--- src/rvid_pkg.sv ---
`timescale 1ns / 1ps
// ----------------------------------------------------------------------------
// rvid_pkg
// Shared types and encodings for the RV64I instruction decoder: major
// opcodes, function codes, format and mnemonic codes, and the decode result.
// ----------------------------------------------------------------------------
package rvid_pkg;

   localparam int WORD_W = 32;
   localparam int REG_W  = 5;
   localparam int IMM_W  = 21;

   // Major opcodes, low two bits included.
   localparam logic [6:0] OP_REG    = 7'h33;
   localparam logic [6:0] OP_IMM    = 7'h13;
   localparam logic [6:0] OP_LOAD   = 7'h03;
   localparam logic [6:0] OP_STORE  = 7'h23;
   localparam logic [6:0] OP_BRANCH = 7'h63;
   localparam logic [6:0] OP_JAL    = 7'h6F;
   localparam logic [6:0] OP_JALR   = 7'h67;
   localparam logic [6:0] OP_LUI    = 7'h37;

   // funct3 codes of the ALU groups.
   localparam logic [2:0] F3_ADD = 3'd0;
   localparam logic [2:0] F3_SLL = 3'd1;
   localparam logic [2:0] F3_XOR = 3'd4;
   localparam logic [2:0] F3_SR  = 3'd5;
   localparam logic [2:0] F3_OR  = 3'd6;
   localparam logic [2:0] F3_AND = 3'd7;

   // funct3 codes of the other groups.
   localparam logic [2:0] F3_BEQ      = 3'd0;
   localparam logic [2:0] F3_BNE      = 3'd1;
   localparam logic [2:0] F3_LOAD_BAD = 3'd7;
   localparam logic [2:0] F3_JALR     = 3'd0;

   // Upper function bits.
   localparam logic [6:0] F7_BASE  = 7'h00;
   localparam logic [6:0] F7_ALT   = 7'h20;
   localparam logic [5:0] SH6_BASE = 6'h00;
   localparam logic [5:0] SH6_ARITH = 6'h10;

   typedef enum logic [2:0] {
      FMT_R      = 3'd0,
      FMT_I_ALU  = 3'd1,
      FMT_LOAD   = 3'd2,
      FMT_STORE  = 3'd3,
      FMT_BRANCH = 3'd4,
      FMT_JAL    = 3'd5,
      FMT_JALR   = 3'd6,
      FMT_LUI    = 3'd7
   } format_type;

   typedef enum logic [5:0] {
      MN_ADD  = 6'd0,  MN_SUB  = 6'd1,  MN_SLL  = 6'd2,  MN_XOR  = 6'd3,
      MN_SRL  = 6'd4,  MN_SRA  = 6'd5,  MN_OR   = 6'd6,  MN_AND  = 6'd7,
      MN_ADDI = 6'd8,  MN_XORI = 6'd9,  MN_ORI  = 6'd10, MN_ANDI = 6'd11,
      MN_SLLI = 6'd12, MN_SRLI = 6'd13, MN_SRAI = 6'd14,
      MN_LB   = 6'd15, MN_LH   = 6'd16, MN_LW   = 6'd17, MN_LD   = 6'd18,
      MN_LBU  = 6'd19, MN_LHU  = 6'd20, MN_LWU  = 6'd21,
      MN_SB   = 6'd22, MN_SH   = 6'd23, MN_SW   = 6'd24, MN_SD   = 6'd25,
      MN_BEQ  = 6'd26, MN_BNE  = 6'd27, MN_BLT  = 6'd28, MN_BGE  = 6'd29,
      MN_BLTU = 6'd30, MN_BGEU = 6'd31,
      MN_JAL  = 6'd32, MN_JALR = 6'd33, MN_LUI  = 6'd34
   } mnemonic_type;

   typedef struct packed {
      logic                     valid_res;
      format_type               format;
      mnemonic_type             mnemonic;
      logic [REG_W-1:0]         dest_reg;
      logic [REG_W-1:0]         src1_reg;
      logic [REG_W-1:0]         src2_reg;
      logic signed [IMM_W-1:0]  immediate;
   } decode_type;

endpackage

--- src/rvid_decode.sv ---
`timescale 1ns / 1ps
// ----------------------------------------------------------------------------
// rvid_decode
// Combinational decode of one instruction word into format, mnemonic,
// register fields and immediate. Unsupported encodings give an all-zero result.
// ----------------------------------------------------------------------------
module rvid_decode (
   input  logic [rvid_pkg::WORD_W-1:0] word,
   output rvid_pkg::decode_type        result
);
   import rvid_pkg::*;

   logic [6:0]  opcode;
   logic [2:0]  funct3;
   logic [6:0]  funct7;
   logic [5:0]  hi6;
   logic [IMM_W-1:0] imm_i, imm_s, imm_b, imm_j, imm_u, imm_sh;
   logic        ok;
   decode_type  raw;

   assign opcode = word[6:0];
   assign funct3 = word[14:12];
   assign funct7 = word[31:25];
   assign hi6    = word[31:26];

   assign imm_i  = {{9{word[31]}}, word[31:20]};
   assign imm_sh = {15'd0, word[25:20]};
   assign imm_s  = {{9{word[31]}}, word[31:25], word[11:7]};
   assign imm_b  = {{8{word[31]}}, word[31], word[7], word[30:25], word[11:8], 1'b0};
   assign imm_j  = {word[31], word[19:12], word[20], word[30:21], 1'b0};
   assign imm_u  = {1'b0, word[31:12]};

   always_comb begin
      raw = '0;
      ok  = 1'b0;
      unique case (opcode)
         OP_REG: begin
            raw.format   = FMT_R;
            raw.dest_reg = word[11:7];
            raw.src1_reg = word[19:15];
            raw.src2_reg = word[24:20];
            unique case (funct3)
               F3_ADD: begin
                  if (funct7 == F7_BASE) begin
                     raw.mnemonic = MN_ADD;
                     ok = 1'b1;
                  end else if (funct7 == F7_ALT) begin
                     raw.mnemonic = MN_SUB;
                     ok = 1'b1;
                  end
               end
               F3_SLL: begin
                  raw.mnemonic = MN_SLL;
                  ok = (funct7 == F7_BASE);
               end
               F3_XOR: begin
                  raw.mnemonic = MN_XOR;
                  ok = (funct7 == F7_BASE);
               end
               F3_SR: begin
                  if (funct7 == F7_BASE) begin
                     raw.mnemonic = MN_SRL;
                     ok = 1'b1;
                  end else if (funct7 == F7_ALT) begin
                     raw.mnemonic = MN_SRA;
                     ok = 1'b1;
                  end
               end
               F3_OR: begin
                  raw.mnemonic = MN_OR;
                  ok = (funct7 == F7_BASE);
               end
               F3_AND: begin
                  raw.mnemonic = MN_AND;
                  ok = (funct7 == F7_BASE);
               end
               default: ok = 1'b0;   // slt and sltu are not supported
            endcase
         end
         OP_IMM: begin
            raw.format    = FMT_I_ALU;
            raw.dest_reg  = word[11:7];
            raw.src1_reg  = word[19:15];
            raw.immediate = imm_i;
            unique case (funct3)
               F3_ADD: begin
                  raw.mnemonic = MN_ADDI;
                  ok = 1'b1;
               end
               F3_XOR: begin
                  raw.mnemonic = MN_XORI;
                  ok = 1'b1;
               end
               F3_OR: begin
                  raw.mnemonic = MN_ORI;
                  ok = 1'b1;
               end
               F3_AND: begin
                  raw.mnemonic = MN_ANDI;
                  ok = 1'b1;
               end
               F3_SLL: begin
                  raw.mnemonic  = MN_SLLI;
                  raw.immediate = imm_sh;
                  ok = (hi6 == SH6_BASE);
               end
               F3_SR: begin
                  raw.immediate = imm_sh;
                  if (hi6 == SH6_BASE) begin
                     raw.mnemonic = MN_SRLI;
                     ok = 1'b1;
                  end else if (hi6 == SH6_ARITH) begin
                     raw.mnemonic = MN_SRAI;
                     ok = 1'b1;
                  end
               end
               default: ok = 1'b0;
            endcase
         end
         OP_LOAD: begin
            raw.format    = FMT_LOAD;
            raw.dest_reg  = word[11:7];
            raw.src1_reg  = word[19:15];
            raw.immediate = imm_i;
            raw.mnemonic  = mnemonic_type'(6'(MN_LB) + {3'd0, funct3});
            ok = (funct3 != F3_LOAD_BAD);
         end
         OP_STORE: begin
            raw.format    = FMT_STORE;
            raw.src1_reg  = word[19:15];
            raw.src2_reg  = word[24:20];
            raw.immediate = imm_s;
            raw.mnemonic  = mnemonic_type'(6'(MN_SB) + {4'd0, funct3[1:0]});
            // Only byte through doubleword widths exist.
            ok = !funct3[2];
         end
         OP_BRANCH: begin
            raw.format    = FMT_BRANCH;
            raw.src1_reg  = word[19:15];
            raw.src2_reg  = word[24:20];
            raw.immediate = imm_b;
            if (funct3 == F3_BEQ || funct3 == F3_BNE) begin
               raw.mnemonic = mnemonic_type'(6'(MN_BEQ) + {5'd0, funct3[0]});
               ok = 1'b1;
            end else if (funct3[2]) begin
               raw.mnemonic = mnemonic_type'(6'(MN_BLT) + {4'd0, funct3[1:0]});
               ok = 1'b1;
            end
         end
         OP_JAL: begin
            raw.format    = FMT_JAL;
            raw.dest_reg  = word[11:7];
            raw.mnemonic  = MN_JAL;
            raw.immediate = imm_j;
            ok = 1'b1;
         end
         OP_JALR: begin
            raw.format    = FMT_JALR;
            raw.dest_reg  = word[11:7];
            raw.src1_reg  = word[19:15];
            raw.mnemonic  = MN_JALR;
            raw.immediate = imm_i;
            ok = (funct3 == F3_JALR);
         end
         OP_LUI: begin
            raw.format    = FMT_LUI;
            raw.dest_reg  = word[11:7];
            raw.mnemonic  = MN_LUI;
            raw.immediate = imm_u;
            ok = 1'b1;
         end
         default: ok = 1'b0;
      endcase
      raw.valid_res = ok;
   end

   // An unsupported encoding reports nothing but zeros.
   assign result = ok ? raw : '0;

endmodule

--- src/rv64i_instruction_decoder.sv ---
`timescale 1ns / 1ps
// ----------------------------------------------------------------------------
// rv64i_instruction_decoder
// Streaming RV64I decoder: one instruction word in, one decoded transaction
// out, with an input register and a result register around the decode logic.
// ----------------------------------------------------------------------------
//
//  Channel  Direction  Payload
//  req_     in         tdata[31:0] = instruction_word
//  rsp_     out        tuser[0] = valid_res; tdata = format, mnemonic,
//                      dest_reg, src1_reg, src2_reg, immediate (low bit up)
//
//  A response is offered once its request has passed the input register and
//  then the result register, later while the response is stalled, and a new
//  request can be accepted every cycle while the response is not stalled.
//  The rate is set by the single decode stage between the input register and
//  the result register; neither register holds more than one transaction.
//  Reset clears both valid flags; payload registers are not reset.
//  While the response is stalled the input register still takes a request as
//  long as it is empty, so one transaction can wait behind the held result.
//
module rv64i_instruction_decoder (
   input  logic        clock,
   input  logic        reset,
   input  logic        req_tvalid,
   output logic        req_tready,
   input  logic [31:0] req_tdata,   // [31:0] instruction_word
   output logic        rsp_tvalid,
   input  logic        rsp_tready,
   output logic [47:0] rsp_tdata,   // [2:0] format, [8:3] mnemonic, [13:9] dest_reg,
                                    // [18:14] src1_reg, [23:19] src2_reg,
                                    // [44:24] immediate, [47:45] zero
   output logic [0:0]  rsp_tuser    // [0] valid_res
);
   import rvid_pkg::*;

   // Input register stage.
   logic              s1_valid_ff, s1_valid_in;
   logic [WORD_W-1:0] s1_word_ff,  s1_word_in;

   // Result register stage.
   logic              rsp_valid_ff, rsp_valid_in;
   decode_type        rsp_result_ff, rsp_result_in;

   decode_type        decoded;
   logic              s2_ready;
   logic              s1_move;
   logic              req_take;

   rvid_decode u_decode (
      .word   (s1_word_ff),
      .result (decoded)
   );

   // The result register can load whenever it is empty or its transaction
   // leaves this cycle. The input register can load when it is empty or its
   // word moves on into the result register.
   assign s2_ready   = !rsp_valid_ff || rsp_tready;
   assign s1_move    = s1_valid_ff && s2_ready;
   assign req_tready = !s1_valid_ff || s2_ready;
   assign req_take   = req_tvalid && req_tready;

   always_comb begin
      s1_valid_in   = s1_valid_ff;
      s1_word_in    = s1_word_ff;
      rsp_valid_in  = rsp_valid_ff;
      rsp_result_in = rsp_result_ff;
      if (s2_ready) begin
         rsp_valid_in  = s1_valid_ff;
         rsp_result_in = decoded;
      end
      if (req_take) begin
         s1_valid_in = 1'b1;
         s1_word_in  = req_tdata;
      end else if (s1_move) begin
         s1_valid_in = 1'b0;
      end
   end

   always_ff @(posedge clock) begin
      if (reset) begin
         s1_valid_ff  <= 1'b0;
         rsp_valid_ff <= 1'b0;
      end else begin
         s1_valid_ff  <= s1_valid_in;
         rsp_valid_ff <= rsp_valid_in;
      end
      s1_word_ff    <= s1_word_in;
      rsp_result_ff <= rsp_result_in;
   end

   assign rsp_tvalid   = rsp_valid_ff;
   assign rsp_tuser[0] = rsp_result_ff.valid_res;
   assign rsp_tdata    = {3'd0,
                          rsp_result_ff.immediate,
                          rsp_result_ff.src2_reg,
                          rsp_result_ff.src1_reg,
                          rsp_result_ff.dest_reg,
                          rsp_result_ff.mnemonic,
                          rsp_result_ff.format};

   // A cycle in reset leaves no response pending.
   a_reset_empty: assert property (@(posedge clock) reset |=> !rsp_tvalid)
      else $error("response pending after reset");

   // An unsupported instruction carries an all-zero payload.
   a_invalid_zero: assert property (@(posedge clock) disable iff (reset)
      (rsp_tvalid && !rsp_tuser[0]) |-> (rsp_tdata == 48'd0))
      else $error("invalid decode with nonzero payload");

   // With both stages full and the response stalled, no request is taken.
   a_full_stall: assert property (@(posedge clock) disable iff (reset)
      (s1_valid_ff && rsp_tvalid && !rsp_tready) |-> !req_tready)
      else $error("request accepted with both stages full");

   // An accepted request is in the input register on the next cycle.
   a_take_lands: assert property (@(posedge clock) disable iff (reset)
      req_take |=> s1_valid_ff)
      else $error("accepted request lost");

   // A word in the input register reaches the output when the output can load.
   a_move_lands: assert property (@(posedge clock) disable iff (reset)
      s1_move |=> rsp_tvalid)
      else $error("decoded transaction lost");

endmodule
--- config.mk ---
export PLATFORM = sky130hd
export DESIGN_NAME = rv64i_instruction_decoder
export DESIGN_NICKNAME = d
export VERILOG_FILES = /design/src/rvid_pkg.sv /design/src/rvid_decode.sv /design/src/rv64i_instruction_decoder.sv
export SDC_FILE = /design/constraint.sdc
export NUM_CORES = 1
export LEC_CHECK = 0
export ABC_CLOCK_PERIOD_IN_PS = 2500
export BUFFER_PORTS_ARGS = -buffer_cell sky130_fd_sc_hd__buf_4
export CORE_ASPECT_RATIO = 1.4
export CORE_MARGIN = 2
export CORE_UTILIZATION = 35
export DETAILED_ROUTE_END_ITERATION = 16
export GPL_TIMING_DRIVEN = 1
export PLACE_DENSITY = 0.54
export REMOVE_ABC_BUFFERS = 1
export SYNTH_ARGS = -nofsm -noshare
export SYNTH_HDL_FRONTEND = slang
export SYNTH_SLANG_ARGS = --single-unit
--- constraint.sdc ---
create_clock -name clock -period 2.5 [get_ports clock]
set_clock_uncertainty 0.15 [all_clocks]
set_input_delay 0.5 -clock clock [delete_from_list [all_inputs] [get_ports clock]]
set_output_delay 0.5 -clock clock [all_outputs]
set_load 0.1 [all_outputs]
==> impl_metrics.toml, run 1 <==
[run_status]
status = "finished clean"

[power]
powerDensity_nw_per_um2 = 673
netSwitchingFraction = 0.267
p_leak_uw = 0.00202
seqPwrFrac = 0.453
clkPwrFrac = 0.404
power_switching_uw = 927
peakVddDrop_uv = 440
internal_power_uw = 2550
pwr-share-comb = 0.143

[critical_path]
criticalPathCategory = "reg2reg"
max_stage_delay_ns = 0.62
crit_required_ns = 2.50
crit_chain = "and4bb_2, nand4_1, nor4_2, o21bai_2, buf_12, a211oi_1"
r2r_start = "s1_word_ff[5]"
cp-end-kind = "flop"
startpoint_type = "flop"
cp.arrival_ns = 2.36
critPathSlowestCell = "edfxtp_1"
path_buf_inv = 1
reg2reg_depth = 6
critPathLaunch = "s1_word_ff[5]"
worstPathMaxFanout = 45
regToRegSetupSlack_ns = 0.15
reg2reg_to = "rsp_tdata[1]"
critPathTopFamily = "simple AND/OR/NAND/NOR gates"

[timing]
slew_headroom = 0.608
maxSlewViolCount = 0
setup_slack_ns = 0.147
setup_tns_ns = 0
worstMarginPinSlew_ns = 0.587
fin_crit_sh = 0.941
rsz0062_at_grt = "no"
layout_min_cycle_time_ns = 2.35
fmax_mhz = 425
whs_ns = 0.170
setup_viol = 0
finalHoldViolCount = 0

[floorplanning]
placementRows = 45
start_util = 0.360
ios = 87
die_w_um = 93.4
core_um2 = 10900
chipHeight_um = 129
fp.dieArea_um2 = 12100

[detailed_routing]
vias_per_cell = 5.32
ant_nets = 0
vias = 2995
drt_wl_total_mm = 10.4
wl_per_cell_um = 18.5
drtIter0Drc = 236
first_pass_iters = 5
remaining_drc_errors = 0

[synthesis]
syn_inst = 318
synth_cell_types = 60
ys_warn_count = 0
synth_area_um2 = 3910
ys_seq_elements = 80
synth-edff-count = 78
ys_seq_area_frac = 0.609
syn_avg_cell_area_um2 = 12.3
synth-main-ff-cell = "edfxtp_1"
postSynth.asyncResetShare = 0

[global_routing]
grt_pass1_vias = 2889
grt-ovfl-total = 0
grt_start_max_net_pins = 47
grt_pass1_wl_mm = 15.9
antenna_found_initial = 0
grtUsageTotal = 0.176

[layout]
synthToLayoutAreaGrowth_pct = 31.9
num-fill-cells = 1006
final_nets = 464
fin_util = 0.475
drive_gt1_frac = 0.327
antenna_cells = 0
stdcell_count = 563

[clocking]
htreeDepth = 3
numCtsBuffers = 9
cts.clk_slew.worst_paths_ns = 0.06
postCtsResizedCells = 0
cts_setup_buffers = 0
tritoncts = "done"
holdBufCountCts = 0
cts_root_buf = "clkbuf_16"
clock_latency_ns = 0.33
clockBufferDepth = 2
cts_sinks = 80

[min_path]
hold_end = "s1_valid_ff"
holdPathStages = 2
min_from = "reset"
hp-class = "in2reg"

[placed_design]
hpwl_mm = 7.47
gp_congestion = 0.939
dp.cells = 547
port_buffers = 83
pre_cts_ws_ns = 0.136

[flow_run]
drv_cap = 0
==> layout make-up <==
| class | count | area, um^2 | area share |
|---|---|---|---|
| timing repair buffer | 112 | 870 | 0.169 |
| sequential | 80 | 2380 | 0.462 |
| inverter | 12 | 45.0 | 0.00873 |
| tap | 141 | 176 | 0.0342 |
| multi-input combinational | 202 | 1360 | 0.264 |
| clock buffer | 10 | 229 | 0.0444 |
| clock inverter | 6 | 93.8 | 0.0182 |
==> stage by stage <==
step | power [uW] | area, um^2
after floorplan | 1930 | 3790
after global placement | 2100 | 4830
after detailed placement | 2100 | 4830
after CTS | 3520 | 5150
after global routing | 3600 | 5160
final | 3470 | 5160
==> power groups by stage <==
| stage | registers, uW | clock network (uW) | logic [uW] |
|---|---|---|---|
| 2_1_floorplan | 1810 | 0 | 122 |
| 3_3_place_gp | 1600 | 0 | 498 |
| 3_5_place_dp | 1600 | 0 | 497 |
| 4_1_cts | 1570 | 1440 | 498 |
| 5_1_grt | 1580 | 1490 | 521 |
| 6_report | 1570 | 1400 | 496 |
==> registers in the layout (all words and copies together), names as in the netlist <==
| register | count |
|---|---|
| s1_word_ff | 32 |
| rsp_tdata | 45 |
| s1_valid_ff | 1 |
| rsp_tuser | 1 |
| rsp_tvalid | 1 |
==> cells in the final DEF, fill, tap and decap left out, types with 2 or more instances in the layout <==
cell type  instances
buf_4            109
edfxtp_1          78
a21oi_1           49
nand2_1           18
nor2_1            14
inv_1             11
ha_1              11
nand3_1            9
a221oi_1           9
clkbuf_16          9
o21ai_0            7
a22oi_1            7
nor3_1             6
a211oi_1           6
a32oi_1            5
nand3b_1           4
a222oi_1           4
nor2b_1            3
nand4b_1           3
nor4_1             3
conb_1             3
o22ai_1            2
nand4_1            2
or3_1              2
nand2b_1           2
a21o_1             2
o311ai_0           2
clkinv_4           2
bufinv_16          2
buf_12             2
dfxtp_1            2
==> per-layer routing <==
metal  wire length [um]  track usage  vias to the layer above  part of all wire
met5                  0            0                        -                 0
met4                232       0.0779                        0             0.022
met3                429       0.0192                       17             0.041
met2               5540        0.308                      105              0.53
met1               4210        0.219                     1434              0.40
li1                   -            -                     1439                 -
==> synthesized netlist by cell type (all sizes together) (8+ instances only) <==
cell	n	area (um^2)
ha	11	138
a21oi	50	254
clkbuf	11	41.3
nor2	14	52.6
a22oi	8	65.1
buf	15	88.8
inv	12	45.0
nand2	18	67.6
a221oi	10	105
nand3	9	45.0
edfxtp	78	2340
==> worst max path at each step <==
| stage | endpoint | slack (ns) | cells after the start |
|---|---|---|---|
| floorplan | s1_word_ff[0] | -0.64 | 3 |
| global placement | rsp_tdata[1] | 0.18 | 6 |
| detailed placement | rsp_tdata[39] | 0.14 | 8 |
| CTS | rsp_tdata[39] | 0.13 | 8 |
| global route | rsp_tdata[3] | 0.02 | 8 |
| finish | rsp_tdata[1] | 0.15 | 6 |
==> kinds of logic after synthesis <==
family	synth area share
flip-flops	0.609
AO/OA/AOI/OAI	0.187
other	0.000958
multiplexers	0.00544
AND/OR/NAND/NOR	0.115
adder cells (fa/ha/maj)	0.0352
buffers and inverters	0.0448
XOR/XNOR	0.00224
==> worst register-to-register path, cell delays in order (launching register included) <==
cell	delay, ns
edfxtp_1	0.62
and4bb_2	0.34
nand4_1	0.22
nor4_2	0.24
o21bai_2	0.11
buf_12	0.18
a211oi_1	0.31
Power figures use the tool's default switching activity.
==> inputs of run 2 (changes only) <==
Settings changed: ABC_AREA from default to 1, PLACE_DENSITY 0.54 to 0.53, REMOVE_ABC_BUFFERS 1 to default, SKIP_CTS_REPAIR_TIMING from default to 1.
==> impl_metrics.toml, run 2 <==
[floorplanning]
die_w_um = 95.1
chipHeight_um = 131
fp.dieArea_um2 = 12500
core_um2 = 11300
ios = 87
start_util = 0.358
placementRows = 46

[run_status]
status = "finished clean"

[critical_path]
cp.arrival_ns = 2.21
path_buf_inv = 4
cp_common_cell = "nand2_1"
criticalPathCategory = "reg2reg"
startpoint_type = "flop"
critPathTopFamily = "simple AND/OR/NAND/NOR gates"
cp-end-kind = "flop"
max_stage_delay_ns = 0.48
crit_required_ns = 2.44
critPathSlowestCell = "edfxtp_1"
crit_chain = "inv_2, ha_1, nand2_1, nand4_1, nand3_1, nand2_1, inv_1, nand3_1, nand2_1, nand2_4, inv_2, buf_12, nor2_1"
worstPathMaxFanout = 25

[layout]
layout_commonest_cell = "buf_4"
final_nets = 543
num-fill-cells = 1092
drive_gt1_frac = 0.305
antenna_cells = 0
final_area_um2 = 5240
largest_register_ffs = 45
layout_common_cells = "buf_4, edfxtp_1, nor2_1, inv_1, nand2_1"
synthToLayoutAreaGrowth_pct = 29.0

[detailed_routing]
vias = 3079
first_pass_iters = 4
ant_nets = 0
vias_per_cell = 4.77
remaining_drc_errors = 0
drt_wl_total_mm = 9.93
drtIter0Drc = 177
wl_per_cell_um = 15.4

[global_routing]
antenna_found_initial = 0
grt-ovfl-total = 0
grt_pass1_wl_mm = 15.6
grt_pass1_vias = 2958
grtUsageTotal = 0.167
grt_start_max_net_pins = 48

[clocking]
numCtsBuffers = 9
cts.clk_slew.worst_paths_ns = 0.06
cts_sinks = 80
cts_root_buf = "clkbuf_16"
tritoncts = "done"
htreeDepth = 3
clockBufferDepth = 2
clock_latency_ns = 0.34

[timing]
whs_ns = 0.165
slew_headroom = 0.605
maxSlewViolCount = 0
finalHoldViolCount = 0
fmax_mhz = 439
rsz0062_at_grt = "no"
setup_tns_ns = 0
layout_min_cycle_time_ns = 2.28
fin_crit_sh = 0.911
setup_viol = 0
worstMarginPinSlew_ns = 0.593

[synthesis]
ys_warn_count = 0
syn_inst = 398
postSynth.asyncResetShare = 0
ys_seq_elements = 80
synth_area_um2 = 4060
ys_seq_area_frac = 0.586
synth-main-ff-cell = "edfxtp_1"
synth_cell_types = 31
synth_top_area_frac = 0.577
synth_common_cells = "edfxtp_1, nor2_1, inv_1, nand2_1, o21ai_0"
syn_avg_cell_area_um2 = 10.2
yosysMostFrequentCell = "edfxtp_1"
yosys-top-cells-area = "edfxtp_1, nor2_1, inv_1"
synth_top_area_cell = "edfxtp_1"
synth-edff-count = 78

[placed_design]
place_area_um2 = 4920
port_buffers = 83
hpwl_mm = 7.59
gp_congestion = 0.834

[power]
p_leak_uw = 0.00231
powerDensity_nw_per_um2 = 657
peakVddDrop_uv = 315

[flow_run]
drv_cap = 0

[min_path]
hp-class = "in2reg"
run 2: worst reg2reg max path: cells and delay by family, from the launching register on:
family | cells | cell delay (ns)
buf+inv | 4 | 0.45
fa+ha+maj | 1 | 0.26
flops | 1 | 0.48
simple gates | 8 | 0.69
run 2: area by class of cell:
type / instances / area [um^2] / area share
Clock buffer: 10 / 229 / 0.0437
Clock inverter: 6 / 91.3 / 0.0174
Inverter: 53 / 199 / 0.0379
Multi-Input combinational cell: 254 / 1410 / 0.269
Sequential cell: 80 / 2380 / 0.455
Tap cell: 144 / 180 / 0.0344
Timing Repair Buffer: 98 / 748 / 0.143
run 2: logic make-up after synthesis:
kind of cell    Yosys count  share of synthesized area
simple gates            175                      0.221
flops                    80                      0.586
buf+inv                  66                     0.0718
other cells               1                   0.000923
compound gates           65                     0.0859
fa+ha+maj                11                     0.0339
run 2: worst paths after layout:
path | start | endpoint | slack (ns) | cells past startpoint
max | s1_word_ff[12] | rsp_tdata[24] | 0.22 | 13
min | reset | rsp_tvalid | 0.16 | 2
min reg2reg | s1_valid_ff | rsp_tvalid | 0.33 | 2
max reg2reg | s1_word_ff[12] | rsp_tdata[24] | 0.22 | 13
run 2: per-layer routing:
layer	global-route usage	share of wire	vias up
li1	-	-	1554
met1	0.193	0.38	1421
met2	0.293	0.55	85
met3	0.0338	0.043	19
met4	0.0684	0.027	0
met5	0	0	-
run 2: power by group:
part	switching (uW)	internal, uW	leakage (uW)	total (uW)
Clock	534	881	0.000157	1420
Sequential	32.2	1530	0.000877	1560
Combinational	359	107	0.00127	466
Total	925	2520	0.00231	3450
run 2: per-stage QoR:
| stage | util | total power [uW] | cells | worst slack (ns) |
|---|---|---|---|---|
| after floorplan | - | 1930 | 400 | 0.292 |
| after global placement | 0.434 | 2060 | 629 | 0.165 |
| after detailed placement | 0.434 | 2060 | 629 | 0.174 |
| after CTS | 0.462 | 3480 | 645 | 0.163 |
| after global routing | 0.462 | 3560 | 645 | 0.0714 |
| final | 0.462 | 3450 | 645 | 0.224 |
